--- config.mk ---
export PLATFORM = sky130hd
export DESIGN_NAME = trbm_ctrl
export DESIGN_NICKNAME = d
export VERILOG_FILES = /design/src/hdl/trbm_pkg.sv /design/src/hdl/trbm_ctrl.sv
export SDC_FILE = /design/constraint.sdc
export NUM_CORES = 1
export LEC_CHECK = 0
export ABC_AREA = 1
export BUFFER_PORTS_ARGS = -buffer_cell sky130_fd_sc_hd__buf_2
export CORE_AREA = 2 2 39 41
export DETAILED_ROUTE_END_ITERATION = 8
export DIE_AREA = 0 0 41 43
export PLACE_DENSITY = 0.63
export SLEW_MARGIN = 20
export SYNTH_ARGS = -nofsm -noshare
export SYNTH_HDL_FRONTEND = slang
export SYNTH_SLANG_ARGS = --single-unit
--- constraint.sdc ---
create_clock -name clk -period 3.05 [get_ports clk]
set_input_delay 0.61 -clock clk [delete_from_list [all_inputs] [get_ports clk]]
set_output_delay 0.61 -clock clk [all_outputs]
set_load 0.005 [all_outputs]
--- src/hdl/trbm_pkg.sv ---
// Shared constants, types and helpers for the trace ring buffer merged readout block.
package trbm_pkg;

    localparam int NUM_SOURCES = 4;
    localparam int RING_DEPTH  = 1024;

    localparam int SRC_W     = (NUM_SOURCES > 1) ? $clog2(NUM_SOURCES) : 1;
    localparam int PTR_W     = $clog2(RING_DEPTH);
    localparam int ADDR_W    = SRC_W + PTR_W;
    localparam int MEM_DEPTH = NUM_SOURCES * (2 ** PTR_W);

    localparam logic [1:0] OP_RECORD = 2'd0;
    localparam logic [1:0] OP_FREEZE = 2'd1;
    localparam logic [1:0] OP_START  = 2'd2;
    localparam logic [1:0] OP_NEXT   = 2'd3;

    localparam logic [1:0] KIND_HEADER = 2'd0;
    localparam logic [1:0] KIND_EVENT  = 2'd1;
    localparam logic [1:0] KIND_END    = 2'd2;

    typedef struct packed {
        logic rec_write;
        logic set_frozen;
        logic begin_init;
        logic nx_clear;
        logic max_step;
        logic skip_step;
        logic nx_step;
        logic rd_best;
        logic pay_load;
        logic delta_load;
        logic hdr_load;
        logic end_load;
        logic out_load;
    } cmd_t;

    typedef struct packed {
        logic ridx_last;
        logic skip_more;
        logic found;
        logic out_free;
        logic frozen;
    } status_t;

    function automatic logic [PTR_W-1:0] next_ptr(input logic [PTR_W-1:0] p);
        logic [PTR_W-1:0] r;
        if (p == PTR_W'(RING_DEPTH - 1))
            r = '0;
        else
            r = p + 1'b1;
        return r;
    endfunction

endpackage

--- src/hdl/trbm_ctrl.sv ---
// Controller state machine: sequences record, freeze, start scan and merge steps.
module trbm_ctrl (
    input  logic                  clk,
    input  logic                  rst_n,
    input  logic                  in_valid,
    output logic                  in_ready,
    input  logic [1:0]            opcode,
    input  trbm_pkg::status_t     status,
    output trbm_pkg::cmd_t        cmd
);

    localparam logic [3:0] S_IDLE     = 4'd0;
    localparam logic [3:0] S_BEGIN    = 4'd1;
    localparam logic [3:0] S_MAX_RD   = 4'd2;
    localparam logic [3:0] S_MAX_CMP  = 4'd3;
    localparam logic [3:0] S_SKIP_RD  = 4'd4;
    localparam logic [3:0] S_SKIP_CMP = 4'd5;
    localparam logic [3:0] S_HDR      = 4'd6;
    localparam logic [3:0] S_NX_RD    = 4'd7;
    localparam logic [3:0] S_NX_CMP   = 4'd8;
    localparam logic [3:0] S_NX_DEC   = 4'd9;
    localparam logic [3:0] S_PAY_RD   = 4'd10;
    localparam logic [3:0] S_PAY      = 4'd11;
    localparam logic [3:0] S_DELTA    = 4'd12;
    localparam logic [3:0] S_END      = 4'd13;
    localparam logic [3:0] S_OUT      = 4'd14;

    logic [3:0] state_reg;
    logic [3:0] state_next;
    logic       accept;

    assign in_ready = (state_reg == S_IDLE);
    assign accept   = in_valid && in_ready;

    always_comb
    begin
        state_next = state_reg;
        cmd        = '0;
        unique case (state_reg)
            S_IDLE:
            begin
                if (accept)
                begin
                    unique case (opcode)
                        trbm_pkg::OP_RECORD: cmd.rec_write  = 1'b1;
                        trbm_pkg::OP_FREEZE: cmd.set_frozen = 1'b1;
                        trbm_pkg::OP_START:  state_next     = S_BEGIN;
                        trbm_pkg::OP_NEXT:
                        begin
                            cmd.nx_clear = 1'b1;
                            state_next   = S_NX_RD;
                        end
                        default: state_next = S_IDLE;
                    endcase
                end
            end
            S_BEGIN:
            begin
                cmd.begin_init = 1'b1;
                state_next     = S_MAX_RD;
            end
            S_MAX_RD: state_next = S_MAX_CMP;
            S_MAX_CMP:
            begin
                cmd.max_step = 1'b1;
                state_next   = status.ridx_last ? S_SKIP_RD : S_MAX_RD;
            end
            S_SKIP_RD: state_next = S_SKIP_CMP;
            S_SKIP_CMP:
            begin
                cmd.skip_step = 1'b1;
                if (!status.skip_more && status.ridx_last)
                    state_next = S_HDR;
                else
                    state_next = S_SKIP_RD;
            end
            S_HDR:
            begin
                cmd.hdr_load = 1'b1;
                state_next   = S_OUT;
            end
            S_NX_RD: state_next = S_NX_CMP;
            S_NX_CMP:
            begin
                cmd.nx_step = 1'b1;
                state_next  = status.ridx_last ? S_NX_DEC : S_NX_RD;
            end
            S_NX_DEC: state_next = status.found ? S_PAY_RD : S_END;
            S_PAY_RD:
            begin
                cmd.rd_best = 1'b1;
                state_next  = S_PAY;
            end
            S_PAY:
            begin
                cmd.rd_best  = 1'b1;
                cmd.pay_load = 1'b1;
                state_next   = S_DELTA;
            end
            S_DELTA:
            begin
                cmd.delta_load = 1'b1;
                state_next     = S_OUT;
            end
            S_END:
            begin
                cmd.end_load = 1'b1;
                state_next   = S_OUT;
            end
            S_OUT:
            begin
                if (status.out_free)
                begin
                    cmd.out_load = 1'b1;
                    state_next   = S_IDLE;
                end
            end
            default: state_next = S_IDLE;
        endcase
    end

    always_ff @(posedge clk or negedge rst_n)
    begin
        if (!rst_n)
            state_reg <= S_IDLE;
        else
            state_reg <= state_next;
    end

endmodule

## Word-level counts from Yosys, hierarchy flattened

Cells that the tools add are included.

| word-level totals | value |
|---|---|
| flip-flop bits (word level) | 4 |
| bits in latches | 0 |
| memory bits (writable) | 0 |
| bits in read-only memories | 0 |
| input bits | 10 |
| output and inout bits | 14 |
| word-level logic and storage cells | 55 |
| memories | 0 |

| cells by class | value |
|---|---|
| add/subtract/negate cells | 0 |
| $mul | 0 |
| div/mod/pow operators | 0 |
| order comparisons | 0 |
| equality and inequality tests | 20 |
| shifts and indexed selects | 0 |
| mux-type cells | 26 |
| bitwise gates (word level) | 0 |
| reduce and logical (&&, ||, !) cells | 8 |

Operators by type and width:

| operator | number |
|---|---|
| case mux 4 bit (13 select lines) | 1 |
| equality test 4 bit (second input constant) | 7 |
| equality test 4 x 3 -> 1 bit (second input constant) | 4 |
| two-way mux 1 bit | 16 |
| two-way mux 4 bit | 3 |
| equality test 4 x 2 -> 1 bit (second input constant) | 2 |
| case mux 4 bit (2 select lines) | 1 |
| two-way mux 2 bit | 3 |
| two-way mux 3 bit | 2 |
| equality test 2 bit (second input constant) | 2 |
| equality test 4 x 1 -> 1 bit (second input constant) | 1 |
| zero test 4 bit | 1 |
| != test 3 x 1 -> 1 bit (second input constant) | 1 |
| AND reduction 3 bit | 1 |
| OR reduction 3 bit | 1 |
| equality test 2 x 1 -> 1 bit (second input constant) | 1 |
| logical AND 1 bit | 2 |
| zero test 2 bit | 1 |
| != test 2 x 1 -> 1 bit (second input constant) | 1 |
| != test 2 bit (second input constant) | 1 |
| OR reduction 2 bit | 1 |
| zero test 1 bit | 1 |

## Logic depth before layout (Yosys ltp)

Gate-level depths: netlist of the first run.

| logic depth | value |
|---|---|
| depth after elaboration | 4 |
| mapped depth | 9 |
| mapped depth without buffers | 9 |

## Least setup slack after synthesis of the first run

Ideal clock, no wire load.

| timing path | value |
|---|---|
| kind | reg-to-output |
| from | register state_reg[2] |
| to | output port cmd[11] (netlist name) |
| data arrival time | 1.052 ns |
| required time | 2.440 ns |
| setup slack | 1.388 ns |
| cell stages (with the launch flop) | 6 |
| path buffers | 0 |
| path through | dfrtp_1 > inv_1 > nand2_1 > nor2_2 > nand2_1 > nor3b_1 |

RTL lines:

| item | RTL line | RTL |
|---|---|---|
| start: declaration | trbm_ctrl.sv:28 | `logic [3:0] state_reg;` |
| start signal: assignment | trbm_ctrl.sv:127 | `state_reg <= state_next;` |
| end: declaration | trbm_ctrl.sv:9 | `output trbm_pkg::cmd_t cmd` |

==> impl_metrics.env, run 1 <==
export IMPL_outcome="complete, no violations"
export IMPL_max_vdd_ir_drop_mv=0.4040
export IMPL_grt_max_degree=7
export IMPL_drive_gt1_share_pct=29.36
export IMPL_yosys_area_top_type="nand2_1"
export IMPL_synthMuxAreaShare_pct=0
export IMPL_cts_sinks=4
export IMPL_hold_violations=0
export IMPL_largest_reg_flops=4
export IMPL_p_sw_share_pct=52.07
export IMPL_totalWireLength_mm=1.133
export IMPL_fp_dieW_um=41
export IMPL_cp_arrival_ns=1.42
export IMPL_crit_chain="inv_2 > nand2_1 > nor2_2 > nand2_1 > nor3b_1 > buf_2"
export IMPL_synth_edf_count=0
export IMPL_routedWlPerCell_um=9.064
export IMPL_hold_class="in -> async"
export IMPL_path_class="reg -> out"
export IMPL_clk_path_buf_depth=2
export IMPL_num_vias=570
export IMPL_stdcell_count=125
export IMPL_crit_fanout=5
export IMPL_htree_levels=1
export IMPL_overflow=0
export IMPL_cellInternalPower_mw=0.2368
export IMPL_critPathMaxStageDelay_ns=0.43
export IMPL_antenna_found_initial=0
export IMPL_syn_area_um2=437.9
export IMPL_fmax_ghz=0.4918
export IMPL_crit_slowest_cell="dfrtp_1"
export IMPL_gp_congestion=0.8246
export IMPL_yosysUniqueCellTypes=14
export IMPL_dieArea_mm2=0.001763
export IMPL_fp_dieH_um=43
export IMPL_ys_async_sr_fraction_pct=100.0
export IMPL_synth_top_family_by_area="simple AND/OR/NAND/NOR gates"
export IMPL_post_drt_via_cell_ratio=4.560
export IMPL_grt_pass1_wl_mm=1.835
export IMPL_final_util_pct=42.68
export IMPL_cpMostUsedCell="nand2_1"
export IMPL_hpwl_um=949.5
export IMPL_drc_errors=0
export IMPL_avgSynthCellArea_um2=5.213
export IMPL_cts_clk_slew_worst_paths_ns=0.03
export IMPL_whs_ns=0.1757
export IMPL_worstPathRequired_ns=2.44
export IMPL_finalMaxSlewViolations=0
export IMPL_post_cts_buffers=0
export IMPL_startpoint_type="flop"
export IMPL_clockRootBuffer="clkbuf_4"
export IMPL_grt_pass1_vias=485
export IMPL_yosysMostFrequentCell="nand2_1"
export IMPL_drtIter0Drc=4
export IMPL_cellLeakagePower_nw=0.3883
export IMPL_nFillCells=161
export IMPL_cp_end_kind="primary output"
export IMPL_numCtsBuffers=3
export IMPL_cts_resized=0
export IMPL_hold_buffers=0
export IMPL_start_util_pct=31.65
export IMPL_clkLatencyLatePin_ns=0.23
export IMPL_synth_top_area_share_pct=24.00
export IMPL_first_pass_iters=4
export IMPL_antenna_cells=0
export IMPL_area_growth_pct=34.86
export IMPL_maxCapViolCount=0
export IMPL_ff_latch_area_um2=100.1
export IMPL_rows=14
export IMPL_period_share_pct=66.66
export IMPL_power_frac_clock_pct=12.7
export IMPL_p_per_area_mw_per_mm2=836.6
export IMPL_finalCriticalPeriod_ns=2.033
export IMPL_fin_tns_setup_ns=0
export IMPL_core_area_mm2=0.001384
export IMPL_relSlewSlack_pct=86.02
export IMPL_placed_area_um2=568.0
export IMPL_p_seq_share_pct=23.2
export IMPL_combPwrFrac_pct=64.1
export IMPL_skew_ns=0.00004144
export IMPL_p_sw_mw=0.2573
export IMPL_synth_top_flop_cell="dfrtp_1"
export IMPL_synth_xor_area_share_pct=0
export IMPL_stdcell_area_um2=590.6
export IMPL_final_net_count=121
export IMPL_ys_warn_count=0
export IMPL_ys_seq_area_share_pct=22.86
export IMPL_synth_compound_area_share_pct=4.571
export IMPL_multiInputGateArea_um2=292.8
export IMPL_antenna_left=0
export IMPL_setup_viol=0
export IMPL_max_slew_worst_pin_slew_ns=0.2097
export IMPL_rsz0062_at_grt="no"
export IMPL_synth_common_cells="28 x nand2_1, 21 x nor2_1, 11 x inv_1"
export IMPL_ys_seq_elements=4
export IMPL_port_buffers=22
export IMPL_synth_nets=94
export IMPL_ys_top_cells_by_area="nand2_1 24%, dfrtp_1 23%, nor2_1 18%"
export IMPL_grt_usage_pct=15.44
export IMPL_synth_simple_area_share_pct=62.29
export IMPL_cts_tree="built"
export IMPL_synthCells=84
export IMPL_synthAdderAreaFrac_pct=0
export IMPL_dp_cells=122
export IMPL_ios=24
cell usage in the layout (no fill, tap or decap):
| master | n |
|---|---|
| a21oi_1 | 2 |
| buf_2 | 22 |
| clkbuf_4 | 3 |
| dfrtp_1 | 4 |
| inv_1 | 11 |
| inv_2 | 1 |
| nand2_1 | 28 |
| nand2_2 | 2 |
| nand3_1 | 4 |
| nand3b_1 | 1 |
| nand4_1 | 1 |
| nor2_1 | 21 |
| nor2_2 | 4 |
| nor3_1 | 2 |
| nor3b_1 | 1 |
| o21ai_0 | 2 |
per-layer routing:
| layer | GRT usage [%] | vias up | wire, um |
|---|---|---|---|
| li1 | - | 309 | - |
| met4 | 10.00 | 0 | 0 |
| met5 | 0 | - | 0 |
| met3 | 3.141 | 0 | 51 |
| met2 | 22.19 | 17 | 565 |
| met1 | 19.93 | 244 | 516 |
metrics by stage:
| step | power, mW | setup slack, ns |
|---|---|---|
| after floorplan | 0.3380 | 1.388 |
| after global placement | 0.4314 | 1.256 |
| after detailed placement | 0.4311 | 1.275 |
| after CTS | 0.4981 | 1.013 |
| after global routing | 0.5616 | 0.8168 |
| final | 0.4940 | 1.017 |
kinds of logic after synthesis:
logic type	count (synthesis)
AOI/OAI and AO/OA	4
and+or+nand+nor	64
buffers and inverters	12
DFF	4
final timing paths:
kind	start	to	slack, ns	cells past startpoint
max	state_reg[1]	cmd[11]	1.02	6
min	rst_n	state_reg[1]	0.18	1
max reg2reg	state_reg[2]	state_reg[1]	1.73	7
min reg2reg	state_reg[0]	state_reg[0]	0.72	3
max in group asynchronous	rst_n	state_reg[3]	2.76	1
min in group clk	status[4]	state_reg[3]	0.63	3
worst max-delay path, delay by kind of cell, from the launching register on:
kind / cells / cell delay [ns]
and+or+nand+nor: 4 / 0.50
DFF: 1 / 0.43
buffers and inverters: 2 / 0.26
power by group through the flow:
| stage | Clock (mW) | Combinational (mW) | Sequential [mW] |
|---|---|---|---|
| finish | 0.0626 | 0.317 | 0.115 |
| detailed placement | 0 | 0.317 | 0.114 |
| global placement | 0 | 0.318 | 0.113 |
| floorplan | 0 | 0.232 | 0.106 |
| global route | 0.0729 | 0.371 | 0.118 |
| CTS | 0.0673 | 0.318 | 0.113 |
area by class of cell:
| type | instances | share of cell area [%] |
|---|---|---|
| Tap cell | 16 | 3.390 |
| Sequential cell | 4 | 16.95 |
| Clock buffer | 3 | 3.814 |
| Inverter | 12 | 7.627 |
| Timing Repair Buffer | 22 | 18.64 |
| Multi-Input combinational cell | 68 | 49.58 |
(Power assumes the default switching activity.)
==> inputs of run 2 (changes only) <==
==> constraint.sdc (replaced) <==
create_clock -name clk -period 1.9 [get_ports clk]
set_input_delay 0.38 -clock clk [delete_from_list [all_inputs] [get_ports clk]]
set_output_delay 0.38 -clock clk [all_outputs]
set_load 0.005 [all_outputs]
==> run 2 against run 1 <==
Largest cell class unchanged. Clock skew up 0.0016 ns. Clock power up 65%. Critical path depth unchanged. Flip-flop and latch count unchanged. Routed wire length up 4.1%.
==> impl_metrics.env, run 2 (synthesis results as in run 1) <==
export IMPL_skew_ns=0.001681
export IMPL_max_vdd_ir_drop_mv=0.6970
export IMPL_post_cts_buffers=0
export IMPL_setup_viol=0
export IMPL_routedWlPerCell_um=9.365
export IMPL_hold_violations=0
export IMPL_antenna_cells=0
export IMPL_max_slew_worst_pin_slew_ns=0.1979
export IMPL_num_vias=562
export IMPL_clockRootBuffer="clkbuf_4"
export IMPL_grt_usage_pct=15.67
export IMPL_finalMaxSlewViolations=0
export IMPL_p_sw_share_pct=51.96
export IMPL_clkLatencyLatePin_ns=0.23
export IMPL_grt_pass1_vias=500
export IMPL_nFillCells=159
export IMPL_final_net_count=122
export IMPL_cp_end_kind="primary output"
export IMPL_outcome="complete, no violations"
export IMPL_power_frac_clock_pct=12.6
export IMPL_antenna_found_initial=0
export IMPL_fin_tns_setup_ns=0
export IMPL_holdPathStages=3
export IMPL_cp_arrival_ns=1.38
export IMPL_ff_latch_area_um2=103.9
export IMPL_hpwl_um=949.9
export IMPL_period_share_pct=92.64
export IMPL_path_class="reg -> out"
export IMPL_drive_gt1_share_pct=34.55
export IMPL_multiInputGateArea_um2=300.3
export IMPL_drtIter0Drc=27
export IMPL_grt_max_degree=7
export IMPL_dieArea_mm2=0.001763
export IMPL_rsz0062_at_grt="no"
export IMPL_numCtsBuffers=3
export IMPL_area_growth_pct=39.71
export IMPL_crit_fanout=5
export IMPL_final_common_cell="nand2_1"
export IMPL_crit_slowest_cell="dfrtp_2"
export IMPL_post_drt_via_cell_ratio=4.460
export IMPL_crit_chain="inv_2 > nand2_2 > nor2_2 > nand2_1 > nor3b_2 > buf_2"
export IMPL_worstPathRequired_ns=1.52
export IMPL_startpoint_type="flop"
export IMPL_overflow=0
export IMPL_totalWireLength_mm=1.180
export IMPL_rr_worst_depth=9
export IMPL_finalCriticalPeriod_ns=1.760
export IMPL_fmax_ghz=0.5681
export IMPL_clk_path_buf_depth=2
export IMPL_cts_sinks=4
export IMPL_port_buffers=22
export IMPL_drc_errors=0
export IMPL_antenna_left=0
export IMPL_cellLeakagePower_nw=0.3897
export IMPL_p_seq_share_pct=23.4
export IMPL_grt_pass1_wl_mm=1.876
export IMPL_p_sw_mw=0.4237
export IMPL_p_per_area_mw_per_mm2=1333
export IMPL_gp_congestion=0.8260
export IMPL_hold_class="in -> reg"
export IMPL_relSlewSlack_pct=86.76
export IMPL_largest_reg_flops=4
export IMPL_core_area_mm2=0.001384
export IMPL_fp_dieW_um=41
export IMPL_fp_dieH_um=43
export IMPL_combPwrFrac_pct=64.0
export IMPL_final_cell_mix="27 x nand2_1, 22 x buf_2, 21 x nor2_1"
export IMPL_first_pass_iters=4
export IMPL_rows=14
export IMPL_ios=24
export IMPL_cellInternalPower_mw=0.3917
export IMPL_htree_levels=1
export IMPL_cts_clk_slew_worst_paths_ns=0.04
export IMPL_totalPowerFinal_mw=0.8154
export IMPL_start_util_pct=31.65
export IMPL_cts_tree="built"
export IMPL_critPathMaxStageDelay_ns=0.43
export IMPL_maxCapViolCount=0
-- run 2: metrics by stage --
step	setup WS, ns	cells	area, um2	hold slack [ns]	util (%)
final	0.1398	126	611.8	0.4044	44.21
after global placement	0.3389	122	568.0	0.1837	41.05
after CTS	0.06994	126	600.6	0.3941	43.40
after floorplan	0.4683	84	437.9	0.08441	-
after detailed placement	0.3322	122	568.0	0.1851	41.05
after global routing	0.01785	126	611.8	0.4115	44.21
-- run 2: per-layer routing --
metal  GRT usage (%)  vias to the layer above  wire, um
li1                -                      308         -
met1           21.05                      240       525
met2           21.88                       14       596
met3           3.141                        0        58
met4           10.00                        0         0
met5               0                        -         0
-- run 2: path summary, 6_finish.rpt --
| kind | from | slack (ns) | endpoint |
|---|---|---|---|
| setup / recovery | state_reg[1] | 0.14 | cmd[11] |
| hold / removal | status[4] | 0.40 | state_reg[3] |
| setup reg to reg | state_reg[1] | 0.63 | state_reg[2] |
| hold reg to reg | state_reg[3] | 0.71 | state_reg[0] |
| max in group asynchronous | rst_n | 1.28 | state_reg[1] |
| min in group asynchronous | rst_n | 0.49 | state_reg[3] |
-- run 2: timing repair --
action / in CTS / in global routing
hold buffers: 1 / 0
hold endpoints to repair: 4 / 0
gates resized for setup: 0 / 6
endpoints found under the setup margin: 0 / 2
-- run 2: worst max-delay path, delay by kind of cell, from the launching register on --
family | cells | cell delay, ns
AND/OR/NAND/NOR | 4 | 0.48
buffers and inverters | 2 | 0.23
flip-flops | 1 | 0.43
-- run 2: final cells by class --
type / instances / area share (%)
multi-input cells: 68 / 49.08
repair buffers: 23 / 19.63
flip-flops and latches: 4 / 16.97
inverters: 12 / 7.362
clock buffers: 3 / 3.681
well taps: 16 / 3.272
-- run 2: power by group through the flow --
stage	clock, mW	combinational (mW)	sequential, mW
6_report	0.103	0.522	0.190
5_1_grt	0.117	0.609	0.195
3_5_place_dp	0	0.511	0.181
3_3_place_gp	0	0.512	0.181
4_1_cts	0.111	0.513	0.180
2_1_floorplan	0	0.372	0.170
==> inputs of run 3 (changes only) <==
--- a/config.mk
+++ b/config.mk
@@ -11,6 +11,7 @@
 export DETAILED_ROUTE_END_ITERATION = 8
 export DIE_AREA = 0 0 41 43
 export PLACE_DENSITY = 0.63
+export RECOVER_POWER = 100
 export SLEW_MARGIN = 20
 export SYNTH_ARGS = -nofsm -noshare
 export SYNTH_HDL_FRONTEND = slang
==> run 3 against run 2 <==
Core utilization shrank 0.81 points. Sequential power is essentially flat. Clock skew grew 0.00092 ns. Clock-buffer cell count is the same. Non-clock buffer count is the same. Design area shrank 1.8%. Die area is the same. Register-to-register slack is essentially flat. Fmax shrank 0.28%. Worst hold slack gained 0.0064 ns. Critical path type unchanged.
==> impl_metrics.env, run 3 (synthesis results as in run 1) <==
export IMPL_maxCapViolCount=0
export IMPL_rsz0062_at_grt="no"
export IMPL_ios=24
export IMPL_num_vias=575
export IMPL_crit_fanout=5
export IMPL_grt_max_degree=7
export IMPL_cp_arrival_ns=1.39
export IMPL_outcome="complete, no violations"
export IMPL_cts_clk_slew_worst_paths_ns=0.04
export IMPL_relSlewSlack_pct=86.80
export IMPL_core_area_mm2=0.001384
export IMPL_fin_tns_setup_ns=0
export IMPL_worstPathRequired_ns=1.52
export IMPL_post_cts_buffers=0
export IMPL_period_share_pct=92.90
export IMPL_final_cell_mix="27 x nand2_1, 23 x nor2_1, 14 x buf_2"
export IMPL_cpMostUsedCell="nand2_1"
export IMPL_grt_usage_pct=15.67
export IMPL_finalCriticalPeriod_ns=1.765
export IMPL_finalMaxSlewViolations=0
export IMPL_htree_levels=1
export IMPL_overflow=0
export IMPL_setup_viol=0
export IMPL_largest_reg_flops=4
export IMPL_fp_dieW_um=41
export IMPL_start_util_pct=31.65
export IMPL_dieArea_mm2=0.001763
export IMPL_drive_gt1_share_pct=28.18
export IMPL_antenna_cells=0
export IMPL_crit_slowest_cell="dfrtp_2"
export IMPL_clkLatencyLatePin_ns=0.23
export IMPL_hpwl_um=949.9
export IMPL_startpoint_type="flop"
export IMPL_cts_tree="built"
export IMPL_clk_path_buf_depth=2
export IMPL_antenna_found_initial=0
export IMPL_rrSetupSlack_ns=0.63
export IMPL_antenna_left=0
export IMPL_first_pass_iters=4
export IMPL_totalWireLength_mm=1.184
export IMPL_grt_pass1_vias=500
export IMPL_final_util_pct=43.40
export IMPL_whs_ns=0.4108
export IMPL_grt_pass1_wl_mm=1.876
export IMPL_fmax_ghz=0.5665
export IMPL_routedWlPerCell_um=9.397
export IMPL_port_buffers=22
export IMPL_rows=14
export IMPL_drtIter0Drc=23
export IMPL_final_net_count=122
export IMPL_max_slew_worst_pin_slew_ns=0.1973
export IMPL_cp_end_kind="primary output"
export IMPL_final_common_cell="nand2_1"
export IMPL_hold_class="in -> reg"
export IMPL_crit_chain="inv_1 > nand2_1 > nor2_2 > nand2_1 > nor3b_2 > buf_2"
export IMPL_critPathMaxStageDelay_ns=0.43
export IMPL_hold_violations=0
export IMPL_area_growth_pct=37.14
export IMPL_path_class="reg -> out"
export IMPL_cts_sinks=4
export IMPL_numCtsBuffers=3
export IMPL_drc_errors=0
export IMPL_post_drt_via_cell_ratio=4.563
export IMPL_cellLeakagePower_nw=0.3675
export IMPL_p_per_area_mw_per_mm2=1347
export IMPL_clockRootBuffer="clkbuf_4"
export IMPL_skew_ns=0.002597
export IMPL_gp_congestion=0.8260
export IMPL_max_vdd_ir_drop_mv=0.6804
export IMPL_fp_dieH_um=43
export IMPL_nFillCells=166
run 3: cell types whose count changed in the layout (fill, tap and decap cells not counted), sizes merged:
cell / previous run / this run
buf: 22 / 14
clkbuf: 3 / 11
run 3: metal layers:
layer / track usage, % / up-vias / wire length [um]
li1: - / 309 / -
met1: 21.05 / 245 / 497
met2: 21.88 / 21 / 602
met3: 3.141 / 0 / 84
met4: 10.00 / 0 / 0
met5: 0 / - / 0
run 3: final timing paths:
| kind | from | endpoint | cells after the start |
|---|---|---|---|
| worst max-delay path | state_reg[3] | cmd[11] | 6 |
| worst max register to register | state_reg[1] | state_reg[2] | 9 |
| min in group asynchronous | rst_n | state_reg[3] | 2 |
| max in group asynchronous | rst_n | state_reg[1] | 2 |
| worst min register to register | state_reg[3] | state_reg[0] | 3 |
| worst min-delay path | status[4] | state_reg[3] | 3 |
run 3: repair_timing:
action | in CTS | in global routing
hold buffers | 1 | 0
setup endpoints to repair | 0 | 2
gates resized for setup | 0 | 6
endpoints found under the hold margin | 4 | 0
run 3: power breakdown:
part           total, mW  switching, mW  internal [mW]
combinational      0.515          0.331          0.184
clock              0.104         0.0330         0.0705
sequential         0.191         0.0571          0.134
total              0.809          0.421          0.388
run 3: area by class of cell:
type	instances	area, um2	area share (%)
inverter	12	45.04	7.500
multi-input combinational	68	295.3	49.17
clock buffer	3	22.52	3.750
sequential	4	103.9	17.29
timing repair buffer	23	113.9	18.96
tap	16	20.02	3.333
run 3: critical path: cells and delay by family (launching register included):
| kind | cells | cell delay [ns] |
|---|---|---|
| buffers and inverters | 2 | 0.23 |
| DFF | 1 | 0.43 |
| and+or+nand+nor | 4 | 0.49 |
run 3: through the flow:
stage | cell area, um2 | power, mW | std cells | setup WS (ns)
finish | 600.6 | 0.8090 | 126 | 0.1349
global route | 600.6 | 0.9105 | 126 | 0.01716
CTS | 600.6 | 0.8038 | 126 | 0.06994
detailed placement | 568.0 | 0.6919 | 122 | 0.3322
global placement | 568.0 | 0.6934 | 122 | 0.3389
floorplan | 437.9 | 0.5426 | 84 | 0.4683
